`src/hdl/ifb_pkg.sv`:
```
// Package for the indexed framebuffer blitter: frame geometry, command codes,
// the queued command type and the fixed RGB565 palette. No dependencies.
package ifb_pkg;

    localparam int FRAME_WIDTH  = 160;
    localparam int FRAME_HEIGHT = 128;
    localparam int CELLS        = FRAME_WIDTH * FRAME_HEIGHT;
    localparam int ADDR_W       = $clog2(CELLS);
    localparam int ROW_W        = (FRAME_HEIGHT > 1) ? $clog2(FRAME_HEIGHT) : 1;
    localparam int Q_DEPTH      = 4;
    localparam int Q_PTR_W      = $clog2(Q_DEPTH);

    localparam logic [2:0] MODE_PLOT  = 3'd0;
    localparam logic [2:0] MODE_RECT  = 3'd1;
    localparam logic [2:0] MODE_BLITS = 3'd2;
    localparam logic [2:0] MODE_BLITP = 3'd3;
    localparam logic [2:0] MODE_SCAN  = 3'd4;

    // Command handed from the front part to the back part
    typedef enum logic [1:0] {
        OP_WRITE = 2'd0,
        OP_RECT  = 2'd1,
        OP_SCAN  = 2'd2
    } t_op;

    typedef struct packed {
        t_op        op;
        logic [7:0] x;
        logic [7:0] y;
        logic [7:0] x_end;
        logic [7:0] y_end;
        logic [7:0] idx;
    } t_cmd;

    function automatic logic [15:0] pal_lookup(input logic [7:0] idx);
        logic [15:0] c;
        case (idx)
            8'd0: c = 16'h0000; 8'd1: c = 16'h0000; 8'd2: c = 16'hffff; 8'd3: c = 16'hf800;
            8'd4: c = 16'h07e0; 8'd5: c = 16'h001f; 8'd6: c = 16'hffff; 8'd7: c = 16'hffff;
            8'd8: c = 16'h4167; 8'd9: c = 16'h59a8; 8'd10: c = 16'h7a29; 8'd11: c = 16'ha2ca;
            8'd12: c = 16'hbbcb; 8'd13: c = 16'hed0c; 8'd14: c = 16'hf674; 8'd15: c = 16'hb6a7;
            8'd16: c = 16'h7546; 8'd17: c = 16'h3bc8; 8'd18: c = 16'h3aca; 8'd19: c = 16'h3165;
            8'd20: c = 16'h5a8a; 8'd21: c = 16'h7b8e; 8'd22: c = 16'ha491; 8'd23: c = 16'hce37;
            8'd24: c = 16'hdfbe; 8'd25: c = 16'h8f5e; 8'd26: c = 16'h2e7b; 8'd27: c = 16'h3bd5;
            8'd28: c = 16'h3a2f; 8'd29: c = 16'h3989; 8'd30: c = 16'h520c; 8'd31: c = 16'h8a31;
            8'd32: c = 16'hcb12; 8'd33: c = 16'hfd76; 8'd34: c = 16'hf5a3; 8'd35: c = 16'hf3e3;
            8'd36: c = 16'he245; 8'd37: c = 16'ha9c7; 8'd38: c = 16'h8392; 8'd39: c = 16'h4aad;
            8'd40: c = 16'h20a3; 8'd41: c = 16'h28c4; 8'd42: c = 16'h3904; 8'd43: c = 16'h5165;
            8'd44: c = 16'h59e5; 8'd45: c = 16'h7286; 8'd46: c = 16'h7b2a; 8'd47: c = 16'h5b43;
            8'd48: c = 16'h3aa3; 8'd49: c = 16'h19e4; 8'd50: c = 16'h1965; 8'd51: c = 16'h18a2;
            8'd52: c = 16'h2945; 8'd53: c = 16'h39c7; 8'd54: c = 16'h5248; 8'd55: c = 16'h630b;
            8'd56: c = 16'h6bcf; 8'd57: c = 16'h43af; 8'd58: c = 16'h132d; 8'd59: c = 16'h19ea;
            8'd60: c = 16'h1907; 8'd61: c = 16'h18c4; 8'd62: c = 16'h2906; 8'd63: c = 16'h4127;
            8'd64: c = 16'h6189; 8'd65: c = 16'h7aab; 8'd66: c = 16'h7ac1; 8'd67: c = 16'h79e1;
            8'd68: c = 16'h7122; 8'd69: c = 16'h50e3; 8'd70: c = 16'h41c9; 8'd71: c = 16'h2146;
            default: c = 16'h0000;
        endcase
        return c;
    endfunction

endpackage

```
`src/hdl/ifb_queue.sv`:
```
// Short command queue between front and back parts. Uses ifb_pkg.
module ifb_queue import ifb_pkg::*; (
    input  logic i_clk,
    input  logic i_rst_n,
    input  logic i_push,
    input  t_cmd i_cmd,
    output logic o_full,
    input  logic i_pop,
    output logic o_empty,
    output t_cmd o_cmd
);

    t_cmd               r_mem [Q_DEPTH];
    logic [Q_PTR_W-1:0] r_wp, r_rp;
    logic [Q_PTR_W:0]   r_cnt;

    // Leave one slot of slack for the registered push of the front part
    assign o_full  = (r_cnt >= (Q_PTR_W+1)'(Q_DEPTH - 1));
    assign o_empty = (r_cnt == '0);
    assign o_cmd   = r_mem[r_rp];

    always_ff @(posedge i_clk) begin
        if (!i_rst_n) begin
            r_wp <= '0; r_rp <= '0; r_cnt <= '0;
        end else begin
            if (i_push) begin
                r_mem[r_wp] <= i_cmd;
                r_wp <= r_wp + 1'b1;
            end
            if (i_pop) r_rp <= r_rp + 1'b1;
            r_cnt <= r_cnt + (Q_PTR_W+1)'(i_push) - (Q_PTR_W+1)'(i_pop);
        end
    end

endmodule

```
`config.mk`:
```
export PLATFORM = sky130hd
export DESIGN_NAME = ifb_queue
export DESIGN_NICKNAME = d
export VERILOG_FILES = /design/src/hdl/ifb_pkg.sv /design/src/hdl/ifb_queue.sv
export SDC_FILE = /design/constraint.sdc
export NUM_CORES = 1
export LEC_CHECK = 0
export BUFFER_PORTS_ARGS = -buffer_cell sky130_fd_sc_hd__buf_2
export CAP_MARGIN = 5
export CORE_UTILIZATION = 28
export CTS_BUF_LIST = sky130_fd_sc_hd__clkbuf_16
export DETAILED_ROUTE_END_ITERATION = 8
export SLEW_MARGIN = 20
export SYNTH_ARGS = -nofsm -noshare
export SYNTH_HDL_FRONTEND = slang
export SYNTH_SLANG_ARGS = --single-unit
```
`constraint.sdc`:
```
create_clock -name i_clk -period 2.4 [get_ports i_clk]
set_input_delay 0.12 -clock i_clk [delete_from_list [all_inputs] [get_ports i_clk]]
set_output_delay 0.12 -clock i_clk [all_outputs]
set_load 0.05 [all_outputs]
```
* Yosys cells after proc, flatten, opt, wreduce, memory -nomap -nowiden
Memories as Yosys holds them, arrays and structs flattened. A register that Yosys moved wholly into a read port is not among the register bits.
Index checks and enable logic that the tools add are counted.
** Storage, ports and cells
- Memories kept :: 1
- Memory bits (writable) :: 168
- Word-level logic and storage cells :: 15
- Register bits after elaboration :: 7
** Memories
- r_mem :: depth 4, width 42, read ports 1, clocked after Yosys merged registers in 1, write ports 1, RTL line ifb_queue.sv:13 : t_cmd r_mem [Q_DEPTH];
** Cells by class
- Muxes and demuxes :: 5
- Reduce and logical (&&, ||, !) cells :: 1
- $add $sub $neg :: 4
- Magnitude comparators :: 1
** Operators by type and width (count)
- $add 2x1->2 const B :: 2
- $mux 2 :: 2
- $add 3x1->3 :: 1
- $ge 3x2->1 const B :: 1
- $logic_not 3->1 :: 1
- $mux 1 :: 3
- $sub 3x1->3 :: 1

* Longest topological paths before layout
- Word-level depth :: 3
- Depth in mapped cells :: 7
- Depth with buffers taken out :: 7

* Worst setup path before layout
Ideal clock, no wire load.
- Kind :: flip-flop to flip-flop
- From :: register r_wp[0]
- To :: memory r_mem[2][0] in the netlist's numbering, enable pin
- Required time :: 1.996 ns
- Cell stages (with the launch flop) :: 4
- Library setup time :: 0.404 ns
- Arrival time :: 1.595 ns
- Slack :: 0.401 ns
- Cells stage by stage :: dfxtp_1 > inv_1 > ha_1 > and3_1
** RTL lines
- from (decl) :: RTL line ifb_queue.sv:14 : logic [Q_PTR_W-1:0] r_wp, r_rp;
- from (signal assigned) :: RTL line ifb_queue.sv:28 : r_wp <= r_wp + 1'b1;
- to (decl) :: RTL line ifb_queue.sv:13
Straight into the memory's write port.

==> metrics.cfg <==
[floorplanning]
num_rows=55
core_region_area_um2=22800
initial_utilization_pct=28.8
die_x_um=155
die_area_um2=24000
pin_count=90
die_y_um=155

[route]
drt_first_pass_iters=6
antenna_left=0
drt_iter0_markers=144
drc_errors=0
routedWlPerCell_um=16.3
wirelength_um=12100
num_vias=3065
viasPerCell=4.14

[grt]
grt_pass1_vias=3482
grt_pass1_wl_um=19200
grt_max_degree=43
track_usage_pct=10.9
antenna_found_initial=0
grt_overflow=0

[sta]
drv_slew=0
final.period_utilization_pct=88.5
clock_skew_ns=0.0102
fmax_ghz=0.471
worst_pin_slew_ns=0.328
setup_viol=0
period_minus_slack_ns=2.12
fin_hold_ws_ns=0.0587
slew_headroom_pct=78.1
hold_viol=0
tns_ns=0
rsz0062_at_grt=false

[min_path]
min_path_type=in2reg
worstHoldStart=i_pop

[clock_tree]
clkTransAtPathRegs_ns=0.06
cts_buffers=17
ctsLongestPathBuffers=2
root_buffer=clkbuf_16
cts_max_level=4
cts_tree=yes
cts_sinks=177
cts_setup_buffers=0
hold_buffers=43
cts_resized=0
insertion_delay_ns=0.42

[placement]
hpwlAfterDp_um=7230
port_buffers=89
place.gp.congestion=0.651
placed_cells=666

[cells_and_area]
fin_cells=740
n_antenna_cell=0
fill_cells=2107
fin_util_pct=37.0
area_growth_pct=28.4
nets=469
final_layout_size_suffix_gt1_share_pct=40.3

[setup_path]
r2r-start=r_cnt[0]
crit_fanout=15
critPathSlowestCell=dfxtp_4
cp.required_ns=2.28
endpoint_kind=output pin
cp-start-kind=register
worst_path_largest_cell_delay_ns=0.55
crit_chain=buf_4 -> mux4_2 -> buf_2
cp_top_family=flip-flops
crit_buf_inv=2
crit_arrival_ns=2.00
path_class=reg2out

[yosys]
avgSynthCellArea_um2=24.7
synth.top_cell.area_share_pct=76.9
ys.flop_type=edfxtp_1
yosysWarnings=0
yosysSeqAreaShare_pct=79.6
synth_nets=320
synth.largest_area_cell=edfxtp_1
synth_edf_count=168
synthesis.area_um2=6560
synthTopCellsByCount=edfxtp_1 (168), mux4_2 (40), dfxtp_1 (9)
ys_types=22
synth_cells=266
synth_area_leaders=edfxtp_1 (77%), mux4_2 (14%), dfxtp_1 (2.7%), ha_1 (1.3%), buf_12 (1.2%)
synth.most_common_cell=edfxtp_1
ys_ff_latch=177
async_reset_ff_share_pct=0

[power_and_ir_drop]
p_per_area_nw_per_um2=850
p_int_w=0.00536
swShare_pct=25.2
p_leak_nw=2.85
ir_drop_uv=426
pwr-share-comb_pct=13.7
p_switching_w=0.00180
clockPowerShare_pct=36.9
seqPwrFrac_pct=49.4

[outcome]
outcome=finished clean

[job]
maxCapViolCount=0

-- kinds of logic after synthesis --
kind of cell	Yosys count	synth area share, %
AND/OR/NAND/NOR	14	1.11
flip-flops	177	79.6
multiplexers	43	14.7
XOR/XNOR	3	0.401
adder cells (fa/ha/maj)	8	1.64
AO/OA/AOI/OAI	3	0.305
buffers and inverters	18	2.21
-- final timing paths --
path,slack [ns],cells past startpoint,endpoint
worst min register to register,0.56,2,register
worst max register to register,0.74,7,r_cnt[2]
worst max-delay path,0.28,3,o_cmd[5]
worst min-delay path,0.06,3,register
-- worst reg2reg max path: cells and delay by family, from the launching register on --
family / cells / cell delay (ns)
AND/OR/NAND/NOR: 1 / 0.06
buffers and inverters: 2 / 0.09
XOR/XNOR: 1 / 0.19
adder cells (fa/ha/maj): 3 / 0.84
flip-flops: 1 / 0.36
-- per-stage QoR --
stage          cell area (um^2)  power [W]  worst slack (ns)
5_1_grt                    8430    0.00743             0.138
2_1_floorplan              6560    0.00430             0.401
4_1_cts                    8430    0.00725             0.185
6_report                   8430    0.00716             0.276
3_3_place_gp               7430    0.00452             0.661
3_5_place_dp               7430    0.00455             0.645
-- state kept, by name, indices dropped and copies added (netlist names), named ones only --
| register | count |
|---|---|
| r_mem | 168 |
| r_rp | 2 |
| r_wp | 2 |
| r_cnt | 3 |
-- power by group through the flow --
stage                     sequential (W)  combinational, W  clock [W]
after floorplan                  0.00358          0.000722          0
after global placement           0.00360          0.000918          0
after detailed placement         0.00360          0.000944          0
after CTS                        0.00354           0.00100    0.00271
after global routing             0.00355           0.00105    0.00283
final                            0.00353          0.000984    0.00264
-- per-layer routing --
layer	vias to the layer above	part of all wire, %	global-route usage [%]
li1	1404	-	-
met1	1590	43	12.9
met2	60	51	18.3
met3	11	4.7	3.54
met4	0	1.2	4.10
met5	-	0	0
-- layout make-up --
cell class / count / area (um^2) / share of cell area, %
inverters: 8 / 30.0 / 0.356
well taps: 313 / 392 / 4.65
repair buffers: 140 / 1010 / 12.0
clock buffers: 17 / 425 / 5.05
clock inverters: 14 / 143 / 1.69
flip-flops and latches: 177 / 5230 / 62.1
multi-input cells: 71 / 1190 / 14.2
-- cell usage in the layout, fill, tap and decap left out --
master / synthesis / final
bufinv_16: 0 / 2
and3_2: 0 / 4
o21ai_0: 1 / 1
a21bo_2: 1 / 1
nor2_1: 5 / 5
buf_2: 4 / 89
nand3b_1: 1 / 1
dfxtp_2: 0 / 1
buf_12: 4 / 6
buf_4: 0 / 2
fa_1: 1 / 1
dlygate4sd3_1: 0 / 43
clkbuf_16: 0 / 17
mux2i_1: 1 / 1
dfxtp_1: 9 / 7
clkinvlp_4: 0 / 3
clkinv_4: 0 / 3
mux4_2: 40 / 40
ha_1: 7 / 7
edfxtp_1: 168 / 168
nor3_1: 1 / 1
inv_1: 8 / 10
inv_6: 0 / 2
mux4_1: 2 / 2
nand2_1: 1 / 1
xnor2_1: 3 / 3
clkinv_2: 0 / 1
dfxtp_4: 0 / 1
a21oi_1: 1 / 1
clkinv_1: 0 / 1
and2_1: 2 / 2
Note: power is estimated with default switching activity, not from simulation.
