**config.mk**
```make
export PLATFORM = sky130hd
export DESIGN_NAME = ifb_front
export DESIGN_NICKNAME = d
export VERILOG_FILES = /design/src/hdl/ifb_pkg.sv /design/src/hdl/ifb_front.sv
export SDC_FILE = /design/constraint.sdc
export NUM_CORES = 1
export LEC_CHECK = 0
export ABC_AREA = 1
export ABC_CLOCK_PERIOD_IN_PS = 2500
export BUFFER_PORTS_ARGS = -buffer_cell sky130_fd_sc_hd__buf_2
export CAP_MARGIN = 20
export CORE_MARGIN = 5
export CORE_UTILIZATION = 53
export CTS_CLUSTER_SIZE = 30
export DETAILED_ROUTE_END_ITERATION = 6
export PLACE_DENSITY = 0.88
export SYNTH_ARGS = -nofsm -noshare
export SYNTH_HDL_FRONTEND = slang
export SYNTH_SLANG_ARGS = --single-unit
export TNS_END_PERCENT = 100
```
**constraint.sdc**
```tcl
create_clock -name i_clk -period 2.5 [get_ports i_clk]
set_input_delay 0.25 -clock i_clk [delete_from_list [all_inputs] [get_ports i_clk]]
set_output_delay 0.25 -clock i_clk [all_outputs]
set_load 0.01 [all_outputs]
```
**src/hdl/ifb_pkg.sv**
```systemverilog
// Package for the indexed framebuffer blitter: frame geometry, command codes,
// the queued command type and the fixed RGB565 palette. No dependencies.
package ifb_pkg;

    localparam int FRAME_WIDTH  = 160;
    localparam int FRAME_HEIGHT = 128;
    localparam int CELLS        = FRAME_WIDTH * FRAME_HEIGHT;
    localparam int ADDR_W       = $clog2(CELLS);
    localparam int ROW_W        = (FRAME_HEIGHT > 1) ? $clog2(FRAME_HEIGHT) : 1;
    localparam int Q_DEPTH      = 4;
    localparam int Q_PTR_W      = $clog2(Q_DEPTH);

    localparam logic [2:0] MODE_PLOT  = 3'd0;
    localparam logic [2:0] MODE_RECT  = 3'd1;
    localparam logic [2:0] MODE_BLITS = 3'd2;
    localparam logic [2:0] MODE_BLITP = 3'd3;
    localparam logic [2:0] MODE_SCAN  = 3'd4;

    // Command handed from the front part to the back part
    typedef enum logic [1:0] {
        OP_WRITE = 2'd0,
        OP_RECT  = 2'd1,
        OP_SCAN  = 2'd2
    } t_op;

    typedef struct packed {
        t_op        op;
        logic [7:0] x;
        logic [7:0] y;
        logic [7:0] x_end;
        logic [7:0] y_end;
        logic [7:0] idx;
    } t_cmd;

    function automatic logic [15:0] pal_lookup(input logic [7:0] idx);
        logic [15:0] c;
        case (idx)
            8'd0: c = 16'h0000; 8'd1: c = 16'h0000; 8'd2: c = 16'hffff; 8'd3: c = 16'hf800;
            8'd4: c = 16'h07e0; 8'd5: c = 16'h001f; 8'd6: c = 16'hffff; 8'd7: c = 16'hffff;
            8'd8: c = 16'h4167; 8'd9: c = 16'h59a8; 8'd10: c = 16'h7a29; 8'd11: c = 16'ha2ca;
            8'd12: c = 16'hbbcb; 8'd13: c = 16'hed0c; 8'd14: c = 16'hf674; 8'd15: c = 16'hb6a7;
            8'd16: c = 16'h7546; 8'd17: c = 16'h3bc8; 8'd18: c = 16'h3aca; 8'd19: c = 16'h3165;
            8'd20: c = 16'h5a8a; 8'd21: c = 16'h7b8e; 8'd22: c = 16'ha491; 8'd23: c = 16'hce37;
            8'd24: c = 16'hdfbe; 8'd25: c = 16'h8f5e; 8'd26: c = 16'h2e7b; 8'd27: c = 16'h3bd5;
            8'd28: c = 16'h3a2f; 8'd29: c = 16'h3989; 8'd30: c = 16'h520c; 8'd31: c = 16'h8a31;
            8'd32: c = 16'hcb12; 8'd33: c = 16'hfd76; 8'd34: c = 16'hf5a3; 8'd35: c = 16'hf3e3;
            8'd36: c = 16'he245; 8'd37: c = 16'ha9c7; 8'd38: c = 16'h8392; 8'd39: c = 16'h4aad;
            8'd40: c = 16'h20a3; 8'd41: c = 16'h28c4; 8'd42: c = 16'h3904; 8'd43: c = 16'h5165;
            8'd44: c = 16'h59e5; 8'd45: c = 16'h7286; 8'd46: c = 16'h7b2a; 8'd47: c = 16'h5b43;
            8'd48: c = 16'h3aa3; 8'd49: c = 16'h19e4; 8'd50: c = 16'h1965; 8'd51: c = 16'h18a2;
            8'd52: c = 16'h2945; 8'd53: c = 16'h39c7; 8'd54: c = 16'h5248; 8'd55: c = 16'h630b;
            8'd56: c = 16'h6bcf; 8'd57: c = 16'h43af; 8'd58: c = 16'h132d; 8'd59: c = 16'h19ea;
            8'd60: c = 16'h1907; 8'd61: c = 16'h18c4; 8'd62: c = 16'h2906; 8'd63: c = 16'h4127;
            8'd64: c = 16'h6189; 8'd65: c = 16'h7aab; 8'd66: c = 16'h7ac1; 8'd67: c = 16'h79e1;
            8'd68: c = 16'h7122; 8'd69: c = 16'h50e3; 8'd70: c = 16'h41c9; 8'd71: c = 16'h2146;
            default: c = 16'h0000;
        endcase
        return c;
    endfunction

endpackage

```
**src/hdl/ifb_front.sv**
```systemverilog
// Front part: accepts commands, tracks blit and scan positions, clips
// coordinates and pushes classified commands into the queue. Uses ifb_pkg.
module ifb_front import ifb_pkg::*; (
    input  logic       i_clk,
    input  logic       i_rst_n,
    input  logic       i_push,
    output logic       o_full,
    input  logic [2:0] i_mode,
    input  logic [7:0] i_pos_x,
    input  logic [7:0] i_pos_y,
    input  logic [7:0] i_span_w,
    input  logic [7:0] i_span_h,
    input  logic [7:0] i_color_idx,
    input  logic       i_q_full,
    output logic       o_q_push,
    output t_cmd       o_q_cmd
);

    logic [7:0]       r_bx, r_by, r_bw, r_bh, r_bcol, r_brow;
    logic             r_bact;
    logic [7:0]       r_scol;
    logic [ROW_W-1:0] r_srow;
    logic             accept;
    logic [8:0]       bpx, bpy, xe, ye;
    t_cmd             cmd;
    logic             keep;

    assign o_full = i_q_full;
    assign accept = i_push && !i_q_full;
    assign bpx = {1'b0, r_bx} + {1'b0, r_bcol};
    assign bpy = {1'b0, r_by} + {1'b0, r_brow};
    assign xe  = {1'b0, i_pos_x} + {1'b0, i_span_w};
    assign ye  = {1'b0, i_pos_y} + {1'b0, i_span_h};

    // Classify the item into a back-end command
    always_comb begin
        cmd = '{op: OP_WRITE, x: i_pos_x, y: i_pos_y, x_end: 8'd0, y_end: 8'd0,
                idx: i_color_idx};
        keep = 1'b0;
        case (i_mode)
            MODE_PLOT: begin
                keep = (i_pos_x < 8'(FRAME_WIDTH)) && ({1'b0, i_pos_y} < 9'(FRAME_HEIGHT));
            end
            MODE_RECT: begin
                cmd.op = OP_RECT;
                cmd.x_end = (xe > 9'(FRAME_WIDTH)) ? 8'(FRAME_WIDTH) : xe[7:0];
                cmd.y_end = (ye > 9'(FRAME_HEIGHT)) ? 8'(FRAME_HEIGHT) : ye[7:0];
                keep = (i_pos_x < 8'(FRAME_WIDTH)) && ({1'b0, i_pos_y} < 9'(FRAME_HEIGHT))
                    && (i_span_w != 8'd0) && (i_span_h != 8'd0);
            end
            MODE_BLITP: begin
                cmd.x = bpx[7:0];
                cmd.y = bpy[7:0];
                keep = r_bact && (i_color_idx != 8'd0) && (bpx < 9'(FRAME_WIDTH))
                    && (bpy < 9'(FRAME_HEIGHT));
            end
            MODE_SCAN: begin
                cmd.op = OP_SCAN;
                cmd.x = r_scol;
                cmd.y = 8'(r_srow);
                cmd.x_end = {7'd0, (r_scol == 8'(FRAME_WIDTH - 1)) && (r_srow == '0)};
                keep = 1'b1;
            end
            default: keep = 1'b0;
        endcase
    end

    // Load and advance blit and scan positions on their transfers
    always_ff @(posedge i_clk) begin
        if (!i_rst_n) begin
            r_bx <= '0; r_by <= '0; r_bw <= '0; r_bh <= '0;
            r_bcol <= '0; r_brow <= '0; r_bact <= 1'b0;
            r_scol <= '0; r_srow <= ROW_W'(FRAME_HEIGHT - 1);
            o_q_push <= 1'b0;
        end else begin
            o_q_push <= accept && keep;
            o_q_cmd <= cmd;
            if (accept && i_mode == MODE_BLITS) begin
                r_bx <= i_pos_x; r_by <= i_pos_y; r_bw <= i_span_w; r_bh <= i_span_h;
                r_bcol <= '0; r_brow <= '0;
                r_bact <= (i_span_w != 8'd0) && (i_span_h != 8'd0);
            end
            if (accept && i_mode == MODE_BLITP && r_bact) begin
                if ({1'b0, r_bcol} + 9'd1 >= {1'b0, r_bw}) begin
                    r_bcol <= '0;
                    if ({1'b0, r_brow} + 9'd1 >= {1'b0, r_bh}) begin
                        r_brow <= '0;
                        r_bact <= 1'b0;
                    end else begin
                        r_brow <= r_brow + 8'd1;
                    end
                end else begin
                    r_bcol <= r_bcol + 8'd1;
                end
            end
            if (accept && i_mode == MODE_SCAN) begin
                if (r_srow == '0) begin
                    r_srow <= ROW_W'(FRAME_HEIGHT - 1);
                    r_scol <= (r_scol == 8'(FRAME_WIDTH - 1)) ? 8'd0 : r_scol + 8'd1;
                end else begin
                    r_srow <= r_srow - 1'b1;
                end
            end
        end
    end

endmodule

```
Word-level counts from Yosys, hierarchy flattened
Index checks and enable logic that the tools add are counted.
- flip-flop bits (word level): 107
- bits of input ports: 47
- output and inout bits: 44
- logic and storage cells: 83
- $add $sub $neg: 10
- $lt $le $gt $ge: 8
- eq/ne operators: 5
- muxes and demuxes: 19
- bitwise gates (word level): 1
- reduce and logical (&&, ||, !) cells: 23
- operator list (operator ; count):
    8-bit 2-to-1 mux ; 10
    8-bit by 8-bit adder with 9-bit output ; 4
    16-bit case mux with 2 select lines ; 1
    8-bit by 1-bit adder with 8-bit output (second input constant) ; 3
    8-bit nonzero test ; 3
    8-bit by 1-bit adder with 9-bit output (second input constant) ; 2
    9-bit by 8-bit greater-or-equal comparator with 1-bit output ; 2
    9-bit by 8-bit > comparator with 1-bit output (second input constant) ; 2
    9-bit by 8-bit less-than comparator with 1-bit output (second input constant) ; 2
    8-bit less-than comparator (second input constant) ; 2
    8-bit case mux with 2 select lines ; 1
    1-bit logical AND ; 14
    8-bit == test (second input constant) ; 1
    7-bit zero test ; 1
    7-bit 2-to-1 mux ; 1
    7-bit by 1-bit subtractor with 7-bit output (second input constant) ; 1
    3-bit by 2-bit == test with 1-bit output (second input constant) ; 2
    1-bit 2-to-1 mux ; 4
    1-bit case mux with 4 select lines ; 1
    2-bit case mux with 2 select lines ; 1
    3-bit by 1-bit == test with 1-bit output (second input constant) ; 1
    3-bit == test (second input constant) ; 1
    3-bit zero test ; 1
    2-bit AND reduction ; 1
    4 further kinds ; 4

Logic depth before layout (Yosys ltp)
- word-level depth: 7
- gate-level depth with buffers: 17
- depth with buffers taken out: 17

Least setup slack after synthesis
No wires, ideal clock.
- path type: register to register
- start point: register r_bcol[0]
- end point: register r_bcol[7]
- setup time: 71 ps
- arrival time: 2244 ps
- data required time: 2429 ps
- path slack: 186 ps
- stages on the path, launching flop included: 16
- path buffers: 0
- period minus slack after synthesis: 2314 ps
- path through: dfxtp_1 ha_1 nand2_1 nor2_2 nand3_1 xor2_1 inv_1 ha_1 a21o_1 nand3_1 nand2_1 nor2_2 nand3_4 nor2_4 nand2_1 a21oi_1
- longest elaborated chain between the ends: 4
- elaborated cells on any way between the ends: 5
- classes of those cells: add/sub: 2; order compare: 1; mux: 2
- RTL lines (item ; line ; source):
    start, declared ; ifb_front.sv:19 ; logic [7:0] r_bx, r_by, r_bw, r_bh, r_bcol, r_brow;
    start signal, assigned ; ifb_front.sv:93 ; r_bcol <= r_bcol + 8'd1;
    8-bit by 1-bit adder with 9-bit output ; ifb_front.sv:84 ; if ({1'b0, r_bcol} + 9'd1 >= {1'b0, r_bw}) begin
    9-bit by 8-bit greater-or-equal comparator with 1-bit output ; ifb_front.sv:84 ;
    8-bit 2-to-1 mux (*) ; ifb_front.sv:84 ;
    8-bit 2-to-1 mux (*) ; ifb_front.sv:83 ; if (accept && i_mode == MODE_BLITP && r_bact) begin
Every way passes the cells marked *; elsewhere a longest branch is shown, timed or not.
A chain may end at the register's enable or synchronous reset.

Worst setup path after layout
- start point: register r_brow[1]
- end point: register r_bact
- longest elaborated chain between the ends: 5
- RTL lines (item ; line ; source):
    start, declared ; ifb_front.sv:19 ;
    start signal, assigned ; ifb_front.sv:90 ; r_brow <= r_brow + 8'd1;
    8-bit by 1-bit adder with 9-bit output ; ifb_front.sv:86 ; if ({1'b0, r_brow} + 9'd1 >= {1'b0, r_bh}) begin
    9-bit by 8-bit greater-or-equal comparator with 1-bit output ; ifb_front.sv:86 ;
    1-bit 2-to-1 mux ; ifb_front.sv:86 ;
    1-bit 2-to-1 mux ; ifb_front.sv:84 ;
    1-bit 2-to-1 mux ; ifb_front.sv:83 ;
    end signal, assigned ; ifb_front.sv:81 ; r_bact <= (i_span_w != 8'd0) && (i_span_h != 8'd0);
    end, declared ; ifb_front.sv:20 ; logic r_bact;
Every way passes these cells.

==> metrics.csv <==
metric,value,unit
numCtsBuffers,9,
syn-num-nets,919,
grt_first_pass_wirelength,24900,um
drt_iter0_markers,789,
ctsHoldBuffers,0,
area_growth,19.3,%
met1Wirelength,6880,um
vias,6039,
cp.required,2740,ps
drt-total-wl,16500,um
finalCoreUtilization,64.4,%
antenna_cells,0,
regArea,2570,um^2
grt_max_degree,45,
placeableCoreArea,12000,um^2
clockBufferDepth,2,
postSynthAreaPerCell,7.91,um^2
clkPwrFrac,37.1,%
start_util,53.9,%
dp_hpwl,11700,um
end_kind,register,
rsz0062_at_grt,true,
critPathMaxFanout,4,
synth_edf_count,42,
rr_startpoint,r_brow[1],
synth_cell_types,43,
antenna_left,0,
grt_antenna_before_repair,0,
routed-wl-met3,1190,um
rows,40,
grt_overflow,0,
grt_util_all_layers,21.2,%
tightest_slew,698,ps
worstPathArrival,2800,ps
hold_class,input port to register,
ys_ff_latch,107,
finClkSkew,5.40,ps
comb_power_share,14.0,%
path_class,register to register,
post_drt_wl_per_cell,15.3,um
post-synth-top-area-cell,dfxtp_1,
grt_pass1_vias,5266,
setup_viol,3,
highest_layer,met4,
synth_area_leaders,"dfxtp_1, edfxtp_1, ha_1",
layout_setup_ws,-54.2,ps
max-cap-violations,0,
clkTransAtPathRegs,70,ps
synth_top_area_share,20.2,%
r2r_slack,-50,ps
power_switching_share,26.1,%
wl_met2,7910,um
intPower,0.00286,W
yosys_most_used_dff,dfxtp_1,
dieHeight,120,um
ios,91,
fin_crit,2550,ps
yosys_warnings,0,
r2r_cells,15,
cts_tree,built,
crit_end,r_bact,
slew_violations,0,
final_cells,1076,
first_pass_iters,5,
most-common-layout-cells,"nand2_1, inv_1, buf_2, nor2_1, a21oi_1",
vdd_drop_max,0.396,mV
leakage,3.70,nW
startpoint,r_brow[1],
p_seq_share,48.9,%
p_sw,0.00101,W
clock_latency,350,ps
dieArea,14500,um^2
multiInputGateArea,3570,um^2
maxSlewHeadroom,53.4,%
io_buffers,90,
synth-async-reset-ratio,0,%
dieWidth,120,um
final_common_cell,nand2_1,
start_kind,register,
hold_viol,0,
dp_cells,1048,
cts_root_buf,clkbuf_16,
nets,1027,
gp_congestion,0.897,
fmax,392,MHz
min_delay_path_depth,1,
syn_inst,816,
drc,0,
status,"finished, violations left",
yosysSeqAreaShare,39.7,%
n_fill_cell,906,
reg2reg_to,r_bact,
post-route-period-util,102,%
p_per_area,503,nW/um^2
drive_above_1_share,20.3,%
cts_htree_levels,3,
via_per_inst,5.61,
violations,negative setup slack,
cts.sinks,107,
syn_area,6450,um^2
-- how the worst min path moves through the flow --
stage,startpoint,to
final,i_color_idx[7],o_q_cmd[7]
after global routing,i_color_idx[7],o_q_cmd[7]
after CTS,i_color_idx[7],o_q_cmd[7]
after detailed placement,i_color_idx[7],o_q_cmd[7]
after global placement,i_color_idx[1],o_q_cmd[1]
after floorplan,i_color_idx[0],o_q_cmd[0]
-- final cells by class --
| class | instances | share of cell area (%) |
|---|---|---|
| Multi-Input combinational cell | 580 | 46.3 |
| Sequential cell | 107 | 33.4 |
| Timing Repair Buffer | 113 | 8.39 |
| Inverter | 113 | 5.54 |
| Clock buffer | 9 | 2.93 |
| Tap cell | 147 | 2.39 |
| Clock inverter | 7 | 0.991 |
-- flip-flops by register name (all words and copies together), names as in the netlist, 7 cells and up --
name     count
r_bw         8
r_srow       7
r_bx         8
r_scol       8
r_bh         8
r_by         8
r_brow       8
r_bcol       8
o_q_cmd     42
-- Yosys cell counts (4+ instances only) --
cell type,number
a21oi_1,62
clkbuf_1,12
nand2_1,162
nor2_1,87
dfxtp_1,65
xor2_1,17
fa_1,4
a21o_1,5
nor3_1,8
edfxtp_1,42
inv_2,6
ha_1,52
xnor2_1,8
or2_2,4
o211ai_1,10
o21ai_0,45
nand3_1,54
inv_1,104
o221ai_1,6
nand4_1,21
nor4_1,5
-- worst max-delay path: stages, from the launching register on --
cell and delay (ps):
dfxtp_2 360, buf_4 150, nand3_2 70, nor2_1 180, nand2_1 110, xor2_1 150
inv_1 100, ha_1 290, nand2_2 60, nor4_1 280, buf_4 170, nor2_4 40
buf_6 120, buf_4 120, o21bai_1 190, inv_1 70
-- timing repair --
action	CTS	global route
endpoints found under the setup margin	8	17
buffers inserted	1	11
resized for setup	6	42
pin swaps	3	21
-- power groups by stage --
stage | Combinational (W) | Sequential, W | Clock (W)
after floorplan | 0.000285 | 0.00196 | 0
after global placement | 0.000500 | 0.00193 | 0
after detailed placement | 0.000510 | 0.00193 | 0
after CTS | 0.000516 | 0.00190 | 0.00144
after global routing | 0.000603 | 0.00190 | 0.00151
final | 0.000544 | 0.00189 | 0.00144
-- routing by layer --
metal / vias up / track usage [%]
met5: - / 0
met4: 0 / 8.64
met3: 47 / 3.70
met2: 309 / 34.8
met1: 2732 / 27.9
li1: 2951 / -
-- cells by family after synthesis --
group,after synthesis,synth area share (%)
simple gates,362,25.9
xor+xnor,25,3.39
flops,107,39.7
compound gates,137,11.9
fa+ha+maj,56,11.3
buf+inv,129,7.68
-- per-stage QoR --
stage | TNS, ps | hold WS, ps | worst slack, ps | total power [W] | area [um^2]
floorplan | 0 | 349 | 186 | 0.00225 | 6450
global placement | 0 | 443 | 68.8 | 0.00243 | 7100
detailed placement | -71.3 | 444 | -34.0 | 0.00244 | 7100
CTS | 0 | 79.1 | 50.4 | 0.00385 | 7440
global route | -1480 | 76.9 | -203 | 0.00401 | 7700
finish | -65.3 | 80.2 | -54.2 | 0.00387 | 7700
Power figures use the tool's default switching activity.
